--- src/rtl/core/mcg_pkg.sv ---
`default_nettype none

package mcg_pkg;

    localparam int REM_W      = 14;   // pulse length and remaining count
    localparam int ENV_FRAC   = 16;   // envelope fraction bits
    localparam int ENV_W      = 17;   // envelope including the value one
    localparam int SINE_W     = 15;   // quarter-wave magnitude
    localparam int CD_W       = 30;   // signed Q.8 countdown
    localparam int PERIOD_W   = 29;
    localparam int STEP_W     = 31;
    localparam int COUNT_W    = 32;
    localparam int LEVEL_W    = 16;
    localparam int BEATS_W    = 5;
    localparam int POS_W      = 4;
    localparam int CFG_DATA_W = 31;
    localparam int MUL_W      = 18;
    localparam int PROD_W     = 2 * MUL_W;
    localparam int DIV_CNT_W  = $clog2(ENV_FRAC);

    typedef enum logic [2:0] {
        CFG_CONTROL      = 3'd0,
        CFG_PULSE_PERIOD = 3'd1,
        CFG_SUB_LOG      = 3'd2,
        CFG_BAR_BEATS    = 3'd3,
        CFG_CLICK_LEVEL  = 3'd4,
        CFG_PULSE_LENGTH = 3'd5,
        CFG_STEP_NORMAL  = 3'd6,
        CFG_STEP_ACCENT  = 3'd7
    } t_cfg_idx;

    typedef struct packed {
        logic             start;
        logic [REM_W-1:0] num;
        logic [REM_W-1:0] den;
    } t_div_req;

    typedef struct packed {
        logic                done;
        logic [ENV_FRAC-1:0] quot;
    } t_div_rsp;

endpackage

`default_nettype wire

--- src/rtl/core/mcg_sine_rom.sv ---
`default_nettype none

module mcg_sine_rom #(
    parameter int ADDR_BITS = 8
) (
    input  logic                         i_clk,
    input  logic [ADDR_BITS-1:0]         i_addr,
    output logic [mcg_pkg::SINE_W-1:0]   o_data
);
    import mcg_pkg::*;

    localparam int DEPTH = 1 << ADDR_BITS;
    localparam longint Q30 = 64'sd1073741824;

    // Odd polynomial in Q30 evaluated at the centre of each quarter-wave slot.
    function automatic logic [SINE_W-1:0] sine_entry(input int idx, input int tb);
        longint t;
        longint t2;
        longint p;
        longint v;
        t  = (longint'(2 * idx + 1) << 30) >>> (tb + 1);
        t2 = (t * t) / Q30;
        p  = 64'sd172272;
        p  = -64'sd5026994 + (p * t2) / Q30;
        p  = 64'sd85569306 + (p * t2) / Q30;
        p  = -64'sd693598668 + (p * t2) / Q30;
        p  = 64'sd1686629713 + (p * t2) / Q30;
        v  = (p * t) / Q30;
        v  = (v + 64'sd16384) / 64'sd32768;
        if (v < 0) begin
            v = 0;
        end
        if (v > 32767) begin
            v = 32767;
        end
        return SINE_W'(v);
    endfunction

    logic [SINE_W-1:0] w_rom [DEPTH];
    logic [SINE_W-1:0] r_data;

    for (genvar g = 0; g < DEPTH; g++) begin : g_rom
        assign w_rom[g] = sine_entry(g, ADDR_BITS);
    end

    always_ff @(posedge i_clk) begin
        r_data <= w_rom[i_addr];
    end

    assign o_data = r_data;

endmodule

`default_nettype wire

--- src/rtl/core/mcg_div.sv ---
`default_nettype none

// Restoring divider for the envelope: quot = (num << ENV_FRAC) / den, num < den.
module mcg_div (
    input  logic              i_clk,
    input  logic              i_rst_n,
    input  mcg_pkg::t_div_req i_req,
    output mcg_pkg::t_div_rsp o_rsp
);
    import mcg_pkg::*;

    logic                 r_busy;
    logic                 r_done;
    logic [DIV_CNT_W-1:0] r_cnt;
    logic [REM_W-1:0]     r_rem;
    logic [REM_W-1:0]     r_den;
    logic [ENV_FRAC-1:0]  r_quot;
    logic [REM_W:0]       w_two;
    logic                 w_fit;

    assign w_two = {r_rem, 1'b0};
    assign w_fit = (w_two >= {1'b0, r_den});

    always_ff @(posedge i_clk) begin
        if (!i_rst_n) begin
            r_busy <= 1'b0;
            r_done <= 1'b0;
            r_cnt  <= '0;
        end else begin
            r_done <= 1'b0;
            if (i_req.start) begin
                r_busy <= 1'b1;
                r_cnt  <= DIV_CNT_W'(ENV_FRAC - 1);
                r_rem  <= i_req.num;
                r_den  <= i_req.den;
            end else if (r_busy) begin
                // one quotient bit per cycle
                r_rem  <= w_fit ? REM_W'(w_two - {1'b0, r_den}) : REM_W'(w_two);
                r_quot <= {r_quot[ENV_FRAC-2:0], w_fit};
                r_cnt  <= r_cnt - DIV_CNT_W'(1);
                if (r_cnt == '0) begin
                    r_busy <= 1'b0;
                    r_done <= 1'b1;
                end
            end
        end
    end

    assign o_rsp.done = r_done;
    assign o_rsp.quot = r_quot;

endmodule

`default_nettype wire

--- src/rtl/core/mcg_mul.sv ---
`default_nettype none

// Shared signed multiplier with a registered product.
module mcg_mul (
    input  logic                               i_clk,
    input  logic signed [mcg_pkg::MUL_W-1:0]   i_a,
    input  logic signed [mcg_pkg::MUL_W-1:0]   i_b,
    output logic signed [mcg_pkg::PROD_W-1:0]  o_p
);
    import mcg_pkg::*;

    logic signed [PROD_W-1:0] r_p;

    always_ff @(posedge i_clk) begin
        r_p <= i_a * i_b;
    end

    assign o_p = r_p;

endmodule

`default_nettype wire

--- src/rtl/core/metronome_click_generator.sv ---
// Channel  | Direction | Handshake                  | Payload
// ---------+-----------+----------------------------+--------------------------------------
// in       | input     | i_in_valid / o_in_ready    | i_sample_in
// out      | output    | o_out_valid / i_out_ready  | o_sample_out, o_beat_event, o_beat_total
// cfg      | input     | i_cfg_we (no wait)         | i_cfg_idx, i_cfg_wdata
//
// One item at a time; o_in_ready is high only while the sequencer is idle.
// With clicks disabled an item goes straight to the result. Otherwise the sequencer
// updates the beat state and, while a click sounds, takes the envelope at full scale or
// from the serial envelope divider, then adds the click. Three products share one 18x18
// multiplier. The result appears as the sequencer returns to idle; the result register
// frees the input side, and a second finished item stalls until the first is taken.
// Reset (synchronous, active low) restores the register defaults and clears the metronome state.
`default_nettype none

module metronome_click_generator #(
    parameter int SAMPLE_BITS     = 16,
    parameter int SINE_TABLE_BITS = 8,
    parameter int PHASE_BITS      = 32
) (
    input  logic                              i_clk,
    input  logic                              i_rst_n,
    input  logic                              i_cfg_we,
    input  mcg_pkg::t_cfg_idx                 i_cfg_idx,
    input  logic [mcg_pkg::CFG_DATA_W-1:0]    i_cfg_wdata,
    input  logic                              i_in_valid,
    output logic                              o_in_ready,
    input  logic signed [SAMPLE_BITS-1:0]     i_sample_in,
    output logic                              o_out_valid,
    input  logic                              i_out_ready,
    output logic signed [SAMPLE_BITS-1:0]     o_sample_out,
    output logic                              o_beat_event,
    output logic [mcg_pkg::COUNT_W-1:0]       o_beat_total
);
    import mcg_pkg::*;

    // Click scaling: the Q15 sine times a Q1.16 gain is brought down to the sample width.
    localparam int CLICK_SHIFT = 32 - SAMPLE_BITS;
    localparam int ACC_W       = 40;
    localparam int IDX_LSB     = PHASE_BITS - 2 - SINE_TABLE_BITS;
    localparam logic signed [ACC_W-1:0] HALF   = ACC_W'((64'd1 << CLICK_SHIFT) >> 1);
    localparam logic signed [ACC_W-1:0] SAT_HI = ACC_W'((64'd1 << (SAMPLE_BITS - 1)) - 64'd1);
    localparam logic signed [ACC_W-1:0] SAT_LO = -SAT_HI - ACC_W'(1);
    localparam logic signed [CD_W:0]    CD_FLOOR = -(CD_W + 1)'(2 ** (CD_W - 1));
    localparam logic [CD_W:0]           CD_TICK  = (CD_W + 1)'(256);
    localparam logic [ENV_W-1:0]        ENV_ONE  = ENV_W'(1) << ENV_FRAC;

    // Register defaults.
    localparam logic [1:0]           RST_CONTROL = 2'd0;
    localparam logic [PERIOD_W-1:0]  RST_PERIOD  = PERIOD_W'(6144000);
    localparam logic [1:0]           RST_SUB_LOG = 2'd0;
    localparam logic [BEATS_W-1:0]   RST_BEATS   = BEATS_W'(4);
    localparam logic [LEVEL_W-1:0]   RST_LEVEL   = LEVEL_W'(65535);
    localparam logic [REM_W-1:0]     RST_LENGTH  = REM_W'(1056);
    localparam logic [STEP_W-1:0]    RST_STEP_N  = STEP_W'(98426334);
    localparam logic [STEP_W-1:0]    RST_STEP_A  = STEP_W'(157482134);

    typedef enum logic [3:0] {
        S_IDLE,
        S_START,
        S_CHECK,
        S_DIV,
        S_M1,
        S_M2,
        S_M3,
        S_ADD,
        S_TAIL,
        S_FIN
    } t_state;

    t_state r_state;

    // configuration
    logic [1:0]          r_control;
    logic [PERIOD_W-1:0] r_period;
    logic [1:0]          r_sub_log;
    logic [BEATS_W-1:0]  r_bar_beats;
    logic [LEVEL_W-1:0]  r_level;
    logic [REM_W-1:0]    r_length;
    logic [STEP_W-1:0]   r_step_n;
    logic [STEP_W-1:0]   r_step_a;

    // metronome state
    logic signed [CD_W-1:0] r_countdown;
    logic [REM_W-1:0]       r_rem;
    logic [1:0]             r_pidx;
    logic [COUNT_W-1:0]     r_beat_count;
    logic [POS_W-1:0]       r_bar_pos;
    logic                   r_seen;
    logic [PHASE_BITS-1:0]  r_phase;

    // per-item working registers
    logic signed [SAMPLE_BITS-1:0] r_x;
    logic                          r_event;
    logic [ENV_W-1:0]              r_env;

    // result register
    logic                          r_out_valid;
    logic signed [SAMPLE_BITS-1:0] r_sample_out;
    logic                          r_beat_event;
    logic [COUNT_W-1:0]            r_beat_total;

    // Beat bookkeeping.
    logic [BEATS_W-1:0] w_beats;
    logic [1:0]         w_pmask;
    logic [BEATS_W-1:0] w_pos_inc;
    logic [POS_W-1:0]   w_bar_next;
    logic               w_cd_fire;
    logic [CD_W:0]      w_cd_add;
    logic [CD_W:0]      w_cd_sub;
    logic [CD_W-1:0]    n_countdown;
    logic               n_cd_fire;

    always_comb begin
        if (r_bar_beats == '0) begin
            w_beats = BEATS_W'(1);
        end else if (r_bar_beats > BEATS_W'(16)) begin
            w_beats = BEATS_W'(16);
        end else begin
            w_beats = r_bar_beats;
        end
        case (r_sub_log)
            2'd0:    w_pmask = 2'd0;
            2'd1:    w_pmask = 2'd1;
            default: w_pmask = 2'd3;
        endcase
    end

    assign w_pos_inc  = {1'b0, r_bar_pos} + BEATS_W'(1);
    assign w_bar_next = (w_pos_inc >= w_beats) ? '0 : w_pos_inc[POS_W-1:0];
    assign w_cd_fire  = r_countdown[CD_W-1] || (r_countdown == '0);
    assign w_cd_add   = {r_countdown[CD_W-1], r_countdown} + {2'b00, r_period};
    assign w_cd_sub   = {r_countdown[CD_W-1], r_countdown} - CD_TICK;
    // saturate the countdown so a too-short period still fires every sample
    assign n_countdown = ($signed(w_cd_sub) < CD_FLOOR) ? CD_FLOOR[CD_W-1:0]
                                                        : w_cd_sub[CD_W-1:0];
    assign n_cd_fire   = n_countdown[CD_W-1] || (n_countdown == '0);

    // Sine lookup: quadrant from the top phase bits, mirror odd quadrants.
    logic [1:0]                  w_quad;
    logic [SINE_TABLE_BITS-1:0]  w_addr;
    logic [SINE_W-1:0]           w_sine_mag;
    logic signed [MUL_W-1:0]     w_sine;

    assign w_quad = r_phase[PHASE_BITS-1 -: 2];
    assign w_addr = r_phase[IDX_LSB +: SINE_TABLE_BITS] ^ {SINE_TABLE_BITS{w_quad[0]}};

    mcg_sine_rom #(
        .ADDR_BITS (SINE_TABLE_BITS)
    ) u_rom (
        .i_clk  (i_clk),
        .i_addr (w_addr),
        .o_data (w_sine_mag)
    );

    // the phase holds from pulse start to the final add, so the ROM output is settled
    assign w_sine = w_quad[1] ? -$signed({3'b000, w_sine_mag}) : $signed({3'b000, w_sine_mag});

    // Envelope divider.
    t_div_req w_div_req;
    t_div_rsp w_div_rsp;

    assign w_div_req.start = (r_state == S_CHECK) && (r_rem != '0) && (r_rem < r_length);
    assign w_div_req.num   = r_rem;
    assign w_div_req.den   = r_length;

    mcg_div u_div (
        .i_clk   (i_clk),
        .i_rst_n (i_rst_n),
        .i_req   (w_div_req),
        .o_rsp   (w_div_rsp)
    );

    // Shared multiplier: env*env, then env2*level, then sine*gain.
    logic [ENV_W-1:0]         w_lvl;
    logic [ENV_W-1:0]         w_hi17;
    logic signed [MUL_W-1:0]  w_mul_a;
    logic signed [MUL_W-1:0]  w_mul_b;
    logic signed [PROD_W-1:0] w_prod;

    assign w_lvl  = {1'b0, r_level} + ENV_W'(r_level[LEVEL_W-1]);
    assign w_hi17 = w_prod[ENV_FRAC +: ENV_W];

    always_comb begin
        case (r_state)
            S_M1: begin
                w_mul_a = $signed({1'b0, r_env});
                w_mul_b = $signed({1'b0, r_env});
            end
            S_M2: begin
                w_mul_a = $signed({1'b0, w_hi17});
                w_mul_b = $signed({1'b0, w_lvl});
            end
            S_M3: begin
                w_mul_a = w_sine;
                w_mul_b = $signed({1'b0, w_hi17});
            end
            default: begin
                w_mul_a = '0;
                w_mul_b = '0;
            end
        endcase
    end

    mcg_mul u_mul (
        .i_clk (i_clk),
        .i_a   (w_mul_a),
        .i_b   (w_mul_b),
        .o_p   (w_prod)
    );

    // Round half up, add to the sample and saturate.
    logic signed [ACC_W-1:0]       w_click;
    logic signed [ACC_W-1:0]       w_sum;
    logic signed [SAMPLE_BITS-1:0] n_x;
    logic                          w_accent;
    logic [STEP_W-1:0]             w_step;

    assign w_click = (ACC_W'(w_prod) + HALF) >>> CLICK_SHIFT;
    assign w_sum   = ACC_W'(r_x) + w_click;

    always_comb begin
        if (w_sum > SAT_HI) begin
            n_x = SAT_HI[SAMPLE_BITS-1:0];
        end else if (w_sum < SAT_LO) begin
            n_x = SAT_LO[SAMPLE_BITS-1:0];
        end else begin
            n_x = w_sum[SAMPLE_BITS-1:0];
        end
    end

    // accent on the first beat of each bar, once any beat has been seen
    assign w_accent = r_control[1] && r_seen && (r_bar_pos == '0);
    assign w_step   = w_accent ? r_step_a : r_step_n;

    always_ff @(posedge i_clk) begin
        if (!i_rst_n) begin
            r_state      <= S_IDLE;
            r_control    <= RST_CONTROL;
            r_period     <= RST_PERIOD;
            r_sub_log    <= RST_SUB_LOG;
            r_bar_beats  <= RST_BEATS;
            r_level      <= RST_LEVEL;
            r_length     <= RST_LENGTH;
            r_step_n     <= RST_STEP_N;
            r_step_a     <= RST_STEP_A;
            r_countdown  <= '0;
            r_rem        <= '0;
            r_pidx       <= '0;
            r_beat_count <= '0;
            r_bar_pos    <= '0;
            r_seen       <= 1'b0;
            r_phase      <= '0;
            r_event      <= 1'b0;
            r_out_valid  <= 1'b0;
        end else begin
            if (i_cfg_we) begin
                unique case (i_cfg_idx)
                    CFG_CONTROL:      r_control   <= i_cfg_wdata[1:0];
                    CFG_PULSE_PERIOD: r_period    <= i_cfg_wdata[PERIOD_W-1:0];
                    CFG_SUB_LOG:      r_sub_log   <= i_cfg_wdata[1:0];
                    CFG_BAR_BEATS:    r_bar_beats <= i_cfg_wdata[BEATS_W-1:0];
                    CFG_CLICK_LEVEL:  r_level     <= i_cfg_wdata[LEVEL_W-1:0];
                    CFG_PULSE_LENGTH: r_length    <= i_cfg_wdata[REM_W-1:0];
                    CFG_STEP_NORMAL:  r_step_n    <= i_cfg_wdata[STEP_W-1:0];
                    CFG_STEP_ACCENT:  r_step_a    <= i_cfg_wdata[STEP_W-1:0];
                endcase
            end

            // drop the result once taken, unless the next one is loaded below
            if (r_out_valid && i_out_ready && (r_state != S_FIN)) begin
                r_out_valid <= 1'b0;
            end

            unique case (r_state)
                S_IDLE: begin
                    if (i_in_valid) begin
                        r_x     <= i_sample_in;
                        r_event <= 1'b0;
                        // disabled: pass the sample, hold all state
                        r_state <= r_control[0] ? S_START : S_FIN;
                    end
                end
                S_START: begin
                    if (w_cd_fire) begin
                        if ((r_pidx & w_pmask) == 2'd0) begin
                            r_beat_count <= r_beat_count + COUNT_W'(1);
                            r_event      <= 1'b1;
                            if (!r_seen) begin
                                r_bar_pos <= '0;
                                r_seen    <= 1'b1;
                            end else begin
                                r_bar_pos <= w_bar_next;
                            end
                        end
                        r_rem       <= r_length;
                        r_phase     <= '0;
                        r_countdown <= w_cd_add[CD_W-1:0];
                    end
                    r_state <= S_CHECK;
                end
                S_CHECK: begin
                    if (r_rem == '0) begin
                        r_state <= S_TAIL;
                    end else if (r_rem >= r_length) begin
                        // envelope held at one, skip the divider
                        r_env   <= ENV_ONE;
                        r_state <= S_M1;
                    end else begin
                        r_state <= S_DIV;
                    end
                end
                S_DIV: begin
                    if (w_div_rsp.done) begin
                        r_env   <= {1'b0, w_div_rsp.quot};
                        r_state <= S_M1;
                    end
                end
                S_M1: r_state <= S_M2;
                S_M2: r_state <= S_M3;
                S_M3: r_state <= S_ADD;
                S_ADD: begin
                    r_x     <= n_x;
                    r_phase <= r_phase + PHASE_BITS'(w_step);
                    r_rem   <= r_rem - REM_W'(1);
                    r_state <= S_TAIL;
                end
                S_TAIL: begin
                    r_countdown <= n_countdown;
                    if (n_cd_fire) begin
                        r_pidx <= r_pidx + 2'd1;
                    end
                    r_state <= S_FIN;
                end
                S_FIN: begin
                    // wait for the result register to be free
                    if (!r_out_valid || i_out_ready) begin
                        r_out_valid  <= 1'b1;
                        r_sample_out <= r_x;
                        r_beat_event <= r_event;
                        r_beat_total <= r_beat_count;
                        r_state      <= S_IDLE;
                    end
                end
                default: r_state <= S_IDLE;
            endcase
        end
    end

    assign o_in_ready   = (r_state == S_IDLE);
    assign o_out_valid  = r_out_valid;
    assign o_sample_out = r_sample_out;
    assign o_beat_event = r_beat_event;
    assign o_beat_total = r_beat_total;

endmodule

`default_nettype wire

--- config.mk ---
export PLATFORM = sky130hd
export DESIGN_NAME = metronome_click_generator
export DESIGN_NICKNAME = d
export VERILOG_FILES = /design/src/rtl/core/mcg_pkg.sv /design/src/rtl/core/mcg_sine_rom.sv /design/src/rtl/core/mcg_div.sv /design/src/rtl/core/mcg_mul.sv /design/src/rtl/core/metronome_click_generator.sv
export SDC_FILE = /design/constraint.sdc
export NUM_CORES = 2
export LEC_CHECK = 0
export BUFFER_PORTS_ARGS = -buffer_cell sky130_fd_sc_hd__buf_2
export CAP_MARGIN = 20
export CORE_ASPECT_RATIO = 0.6
export CORE_MARGIN = 5
export CORE_UTILIZATION = 54
export DETAILED_ROUTE_END_ITERATION = 8
export PLACE_DENSITY_LB_ADDON = 0.12
export SLEW_MARGIN = 20
export SYNTH_ARGS = -nofsm -noshare
export SYNTH_HDL_FRONTEND = slang
export SYNTH_SLANG_ARGS = --single-unit
--- constraint.sdc ---
create_clock -name i_clk -period 7.15 [get_ports i_clk]
set_input_delay 0.3575 -clock i_clk [delete_from_list [all_inputs] [get_ports i_clk]]
set_output_delay 0.3575 -clock i_clk [all_outputs]
set_load 0.01 [all_outputs]
== Word-level counts from Yosys, hierarchy flattened ==
Memory sizes are Yosys's and may differ from the RTL's. A register that Yosys moved wholly into a read port is not among the register bits.
Index checks and enable logic that the tools add are counted.
Word-level totals
  register bits: 419
  output and inout bits: 51
  latch bits: 0
  memories kept: 1
  memory bits (read-only): 3840
  bits of input ports: 55
  word-level logic and storage cells: 179
  RAM bits: 0
Operators by class
  reductions and logical operators: 48
  add/subtract/negate cells: 13
  mux-type cells: 47
  order comparisons: 8
  multiply operators: 1
  div/mod/pow operators: 0
  eq/ne operators: 25
  bitwise gates (word level): 6
  shift operators: 0
Memory list
  (name not given): depth 256, bits a word 15, read ports 1, clocked after Yosys merged registers in 1, write ports 0, line mcg_sine_rom.sv:47  | r_data <= w_rom[i_addr];
Operators by type and width (count)
  case mux 32 bit (2 select lines): 1
  logical NOT 30 bit: 2
  2-to-1 mux 30 bit: 2
  case mux 30 bit (2 select lines): 1
  2-to-1 mux 14 bit: 4
  case mux 18 bit (3 select lines): 1
  2-to-1 mux 17 bit: 3
  case mux 17 bit (3 select lines): 1
  2-to-1 mux 16 bit: 3
  case mux 4 bit (10 select lines): 1
  adder 36 x 17 -> 37 bit, second input constant: 1
  multiplier 18 x 18 -> 36 bit: 1
  2-to-1 mux 4 bit: 9
  case mux 17 bit (2 select lines): 1
  adder 32 x 1 -> 32 bit, second input constant: 1
  adder 32 x 31 -> 32 bit: 1
  2-to-1 mux 32 bit: 1
  case mux 16 bit (2 select lines): 1
  < comparator 31 x 30 -> 1 bit, second input constant: 1
  2-to-1 mux 31 bit: 1
  subtractor 30 x 10 -> 31 bit, second input constant: 1
  adder 30 bit: 1
  case mux 14 bit (2 select lines): 1
  AND reduction 2 bit: 13
  other kinds (50): 95

== Logic depth before layout (Yosys ltp) ==
  depth after elaboration: 7
  depth in mapped cells: 32
  depth with buffers taken out: 32

== Hierarchy ==
From an unflattened synthesis, not the netlist that was laid out.
Unflattened totals
  cells, all modules: 4688
  area, all modules: 40029.6 um2
By module, submodules not included
  metronome_click_generator: instances 1, cells each 2363, seq. area each 7487.2 um2, area each 19550.0 um2
  mcg_mul: instances 1, cells each 1408, seq. area each 720.7 um2, area each 13002.5 um2
  mcg_sine_rom: instances 1, cells each 686, seq. area each 300.3 um2, area each 4805.9 um2
  mcg_div: instances 1, cells each 231, seq. area each 1441.4 um2, area each 2671.3 um2

== Worst setup path after synthesis ==
OpenSTA, ideal clock, no wires.
  kind: flip-flop to flip-flop
  from: register r_state[1]
  to: register u_mul.r_p[35] (netlist: u_mul.o_p[35])
  clock period less this slack: 7850 ps
  cell stages (with the launch flop): 25
  path buffers: 4
  arrival time: 7723 ps
  path slack: -700 ps
  data required time: 7023 ps
  library setup time: 127 ps
  path through: dfxtp_1 clkbuf_1 buf_1 clkbuf_1 clkbuf_1 nand2_1 a221oi_1 nand2_1 fa_1 inv_1 fa_1 fa_1 fa_1 fa_1 inv_1 fa_1 inv_1 ha_1 or4_1 a211o_1 a31oi_1 o21ai_0 o21a_1 a221oi_1 xnor2_1
On the way
  word-level cells in the longest chain between the ends: 3
  elaborated cells on any way between the ends: 6
  those cells by class: mul: 1; eq/ne: 3; mux: 2
RTL lines
  start: declaration: line metronome_click_generator.sv:71  | t_state r_state;
  start signal: assignment: line metronome_click_generator.sv:281  | r_state <= r_control[0] ? S_START : S_FIN;
  equality test 4 x 3 -> 1 bit: line metronome_click_generator.sv:185  | case (r_state)
  case mux 18 bit (3 select lines) / case mux 17 bit (3 select lines) (equally long branches): line metronome_click_generator.sv:185
  multiplier 18 x 18 -> 36 bit *: line mcg_mul.sv:15  | r_p <= i_a * i_b;
  end signal: assignment: line mcg_mul.sv:15
  end: declaration: line mcg_mul.sv:12  | logic signed [PROD_W-1:0] r_p;
Mark *: on every way between the ends. The rest lies on a longest branch, timed or not.
A chain may end at the register's enable or synchronous reset.

== Worst setup path in the final report ==
  from: register u_rom.r_data[5] (netlist: u_rom.o_data[5])
  to: register u_mul.r_p[33] (netlist: u_mul.o_p[33])
On the way
  word-level cells in the longest chain between the ends: 4
RTL lines
  start: declaration: line mcg_sine_rom.sv:40  | logic [SINE_W-1:0] r_data;
  negation 15 -> 18 bit: line metronome_click_generator.sv:157  | assign w_sine = w_quad[1] ? -$signed({3'b000, w_sine_mag}) : $signed({3'b000, w_sine_mag});
  2-to-1 mux 18 bit *: line metronome_click_generator.sv:157
  case mux 18 bit (3 select lines) *: line metronome_click_generator.sv:185
  multiplier 18 x 18 -> 36 bit *: line mcg_mul.sv:15
Marked as above.

==> impl_results.md <==
- H-tree depth: 2
- Synth top area share: 16.25%
- Cell taking the most area after synthesis: fa_1
- Routability cong.: 1.028
- Total negative setup slack: -3581 ps
- Final net count: 5518
- Hold Crit Class: primary input to flip-flop
- Max Clk Rate: 131.1 MHz
- Crit path top cell by count: fa_1
- DR vias/cell: 6.084
- Clock Latency Late Sink: 600 ps
- Hold Fails Final Rpt: 0
- Die Ht: 217 um
- Gate power share: 34.6%
- Fin crit share: 106.6%
- Fin area: 43860 um2
- Fin. max-slew vios: 0
- Pwr Density: 184.9 nW/um2
- Clock power share: 30.0%
- Maximum vdd drop: 0.2548 mV
- First-pass GRT wire length: 200900 um
- Max Root-Sink Buffers: 3
- Mapped Nets: 5355
- Seq pwr share: 35.4%
- CTS tree: done
- Share of layout cells above drive strength 1: 13.45%
- Initial Utilization: 54.87%
- Worst setup margin: -475.4 ps
- Syn Std Cell Area: 38560 um2
- PortBufs: 105
- Site row count: 75
- Sinks on Clock Net: 419
- Core ar.: 70290 um2
- Synthesis-stage register bit count: 419
- Max_slew headroom: 25.22%
- Final core utilization: 62.40%
- GRT Total Usage: 32.91%
- Critical Path RT: 7630 ps
- Outcome: finished with violations
- CP bufs+invs: 9
- Number of synthesized flops with an enable pin: 126
- CTS root buf: clkbuf_16
- Largest net degree at the start of global routing: 89
- Setup crit end kind: flip-flop
- Setup-failing EPs final: 15
- Slew @ Worst Pin: 1116 ps
- Vias in the first global route: 33410
- WL/cell: 22.10 um
- Crit-path slowest cell: or4_4
- Main synth FF type: dfxtp_1
- Post-DP HPWL: 97660 um
- Worst path arrival time: 8110 ps
- Chip width: 355.0 um
- Syn Inst Count: 4761
- Clock Pin Slew Worst Setup and Hold Paths: 70 ps
- Async SR Flop Fraction: 0%
- Critical path type: flip-flop to flip-flop
- Worst clock skew: 24.39 ps
- Drt pass-1 iters: 9
- Static Leak: 19.20 nW
- CP Launch Point: u_rom.o_data[5]
- Full die area: 77030 um2
- Sw frac: 37.21%
- Sequential fraction of the synthesis area: 25.02%
- RSZ-0062 raised after global routing: true
- Internal Power: 5.093 mW
- Slowest stage delay, CP: 550 ps
- Layout area overhead: 13.73%
- CP delay by family, top: adder cells
- Synth area leaders: fa_1 (16%), dfxtp_1 (15%), edfxtp_1 (9.8%)
- Synth Warn #: 0
- Dpl cell area: 41880 um2
- Antenna viol nets, final: 0
- Synth unique cells: 91
- Biggest fanout along the worst timing path: 4
- CP Launch Type: flip-flop
- Failing checks: negative setup slack
- FF-to-FF Start: u_rom.o_data[5]
- Iter 0 DRT Violations: 4691
- Residual DRC: 0
- Syn_area_per_cell: 8.100 um2
- Num ports: 106
- Psw: 3.017 mW
- Dpl ws: -639.3 ps
- Post-route minimum period: 7625 ps
- Drt total wl: 130000 um
- Hold_buf cts: 0
- Routed via count: 35790
- Max-cap check violation count: 0
- Gr ovfl total: 0
- Hold path startpoint: i_cfg_wdata[17]
- Initial antenna violation count: 4
- Number of buffers created by CTS: 42
[what timing repair did]
item | CTS | global route
endpoints found under the setup margin | 15 | 20
pin swaps | 23 | 35
gates cloned | 0 | 1
setup buffers | 12 | 5
resized for setup | 41 | 51
[cell families (layout without fill, tap and decap cells)]
family	count (synthesis)	after routing	share of synthesized area, %
AO/OA/AOI/OAI	1073	1073	17.60
other	0	1	0
XOR/XNOR	189	189	4.293
buffers and inverters	766	963	7.511
multiplexers	74	74	2.093
AND/OR/NAND/NOR	1701	1701	19.91
flip-flops	419	419	25.02
adder cells (fa/ha/maj)	539	539	23.58
[worst min-delay path, cell delays in order]
cell     delay, ps
buf_2          110
nand2_1         50
nand3_1         70
[registers in the layout (all words and copies together) (netlist names), 17 cells and up]
signal / flops
o_beat_total: 32
r_beat_count: 32
r_phase: 32
r_step_a: 31
r_step_n: 31
r_countdown: 30
r_period: 29
u_mul.o_p: 21
r_env: 17
[final timing paths]
check,to,slack (ps),cells past startpoint
worst max-delay path,u_mul.o_p[33],-480,31
worst min-delay path,r_step_a[17],20,3
worst max register to register,u_mul.o_p[33],-480,31
worst min register to register,u_div.r_quot[13],430,0
[cell usage in the layout (no fill, tap or decap), types with 40 or more instances in the layout]
cell       instances
nor2_1           476
nor2b_1           40
fa_1             308
buf_4            259
o21ai_0          222
and3_1            50
ha_1             214
nand2_1          620
nand3_1          170
buf_2            104
xnor2_1          111
a21oi_1          352
a211oi_1          47
inv_1            464
xor2_1            71
a21o_1            57
edfxtp_1         126
dfxtp_1          287
clkbuf_16         44
nand2b_1          46
nor3_1            69
[per-layer routing]
| metal | track usage (%) | part of all wire (%) | vias to the layer above |
|---|---|---|---|
| met4 | 5.170 | 1.8 | 2 |
| met1 | 52.13 | 47 | 17040 |
| li1 | - | - | 16560 |
| met2 | 42.96 | 38 | 1985 |
| met3 | 11.76 | 14 | 203 |
| met5 | 0 | 0.0054 | - |
[power groups by stage]
stage	Clock [mW]	Sequential, mW	Combinational (mW)
6_report	2.43	2.87	2.81
5_1_grt	2.58	2.89	3.07
4_1_cts	2.47	2.86	2.72
3_5_place_dp	0	2.91	2.70
3_3_place_gp	0	2.90	2.70
2_1_floorplan	0	2.83	1.99
[cell usage after synthesis, drive strengths merged (51+ instances only)]
master / number
ha: 226
o21ai: 231
and3: 51
a21o: 57
xor2: 75
xnor2: 114
nand3: 173
fa: 313
a21oi: 360
nor3: 73
edfxtp: 126
nor2: 505
nand2: 626
inv: 486
clkbuf: 232
dfxtp: 293
[stage by stage]
| stage | hold slack (ps) | power (mW) | cells |
|---|---|---|---|
| after global routing | 39.58 | 8.536 | 5882 |
| after global placement | 424.9 | 5.599 | 5785 |
| after detailed placement | 427.2 | 5.612 | 5785 |
| after CTS | 6.083 | 8.049 | 5875 |
| after floorplan | 408.6 | 4.814 | 4761 |
| final | 21.57 | 8.110 | 5883 |
[cell type report]
type / instances / area [um2]
clock buffers: 51 / 1126
flip-flops and latches: 419 / 9657
fillers: 6276 / 26430
clock inverters: 27 / 366.6
diodes: 1 / 2.502
multi-input cells: 3576 / 26680
repair buffers: 395 / 3005
inverters: 490 / 1861
well taps: 924 / 1156
No activity file was read; power rests on OpenSTA's default activity.
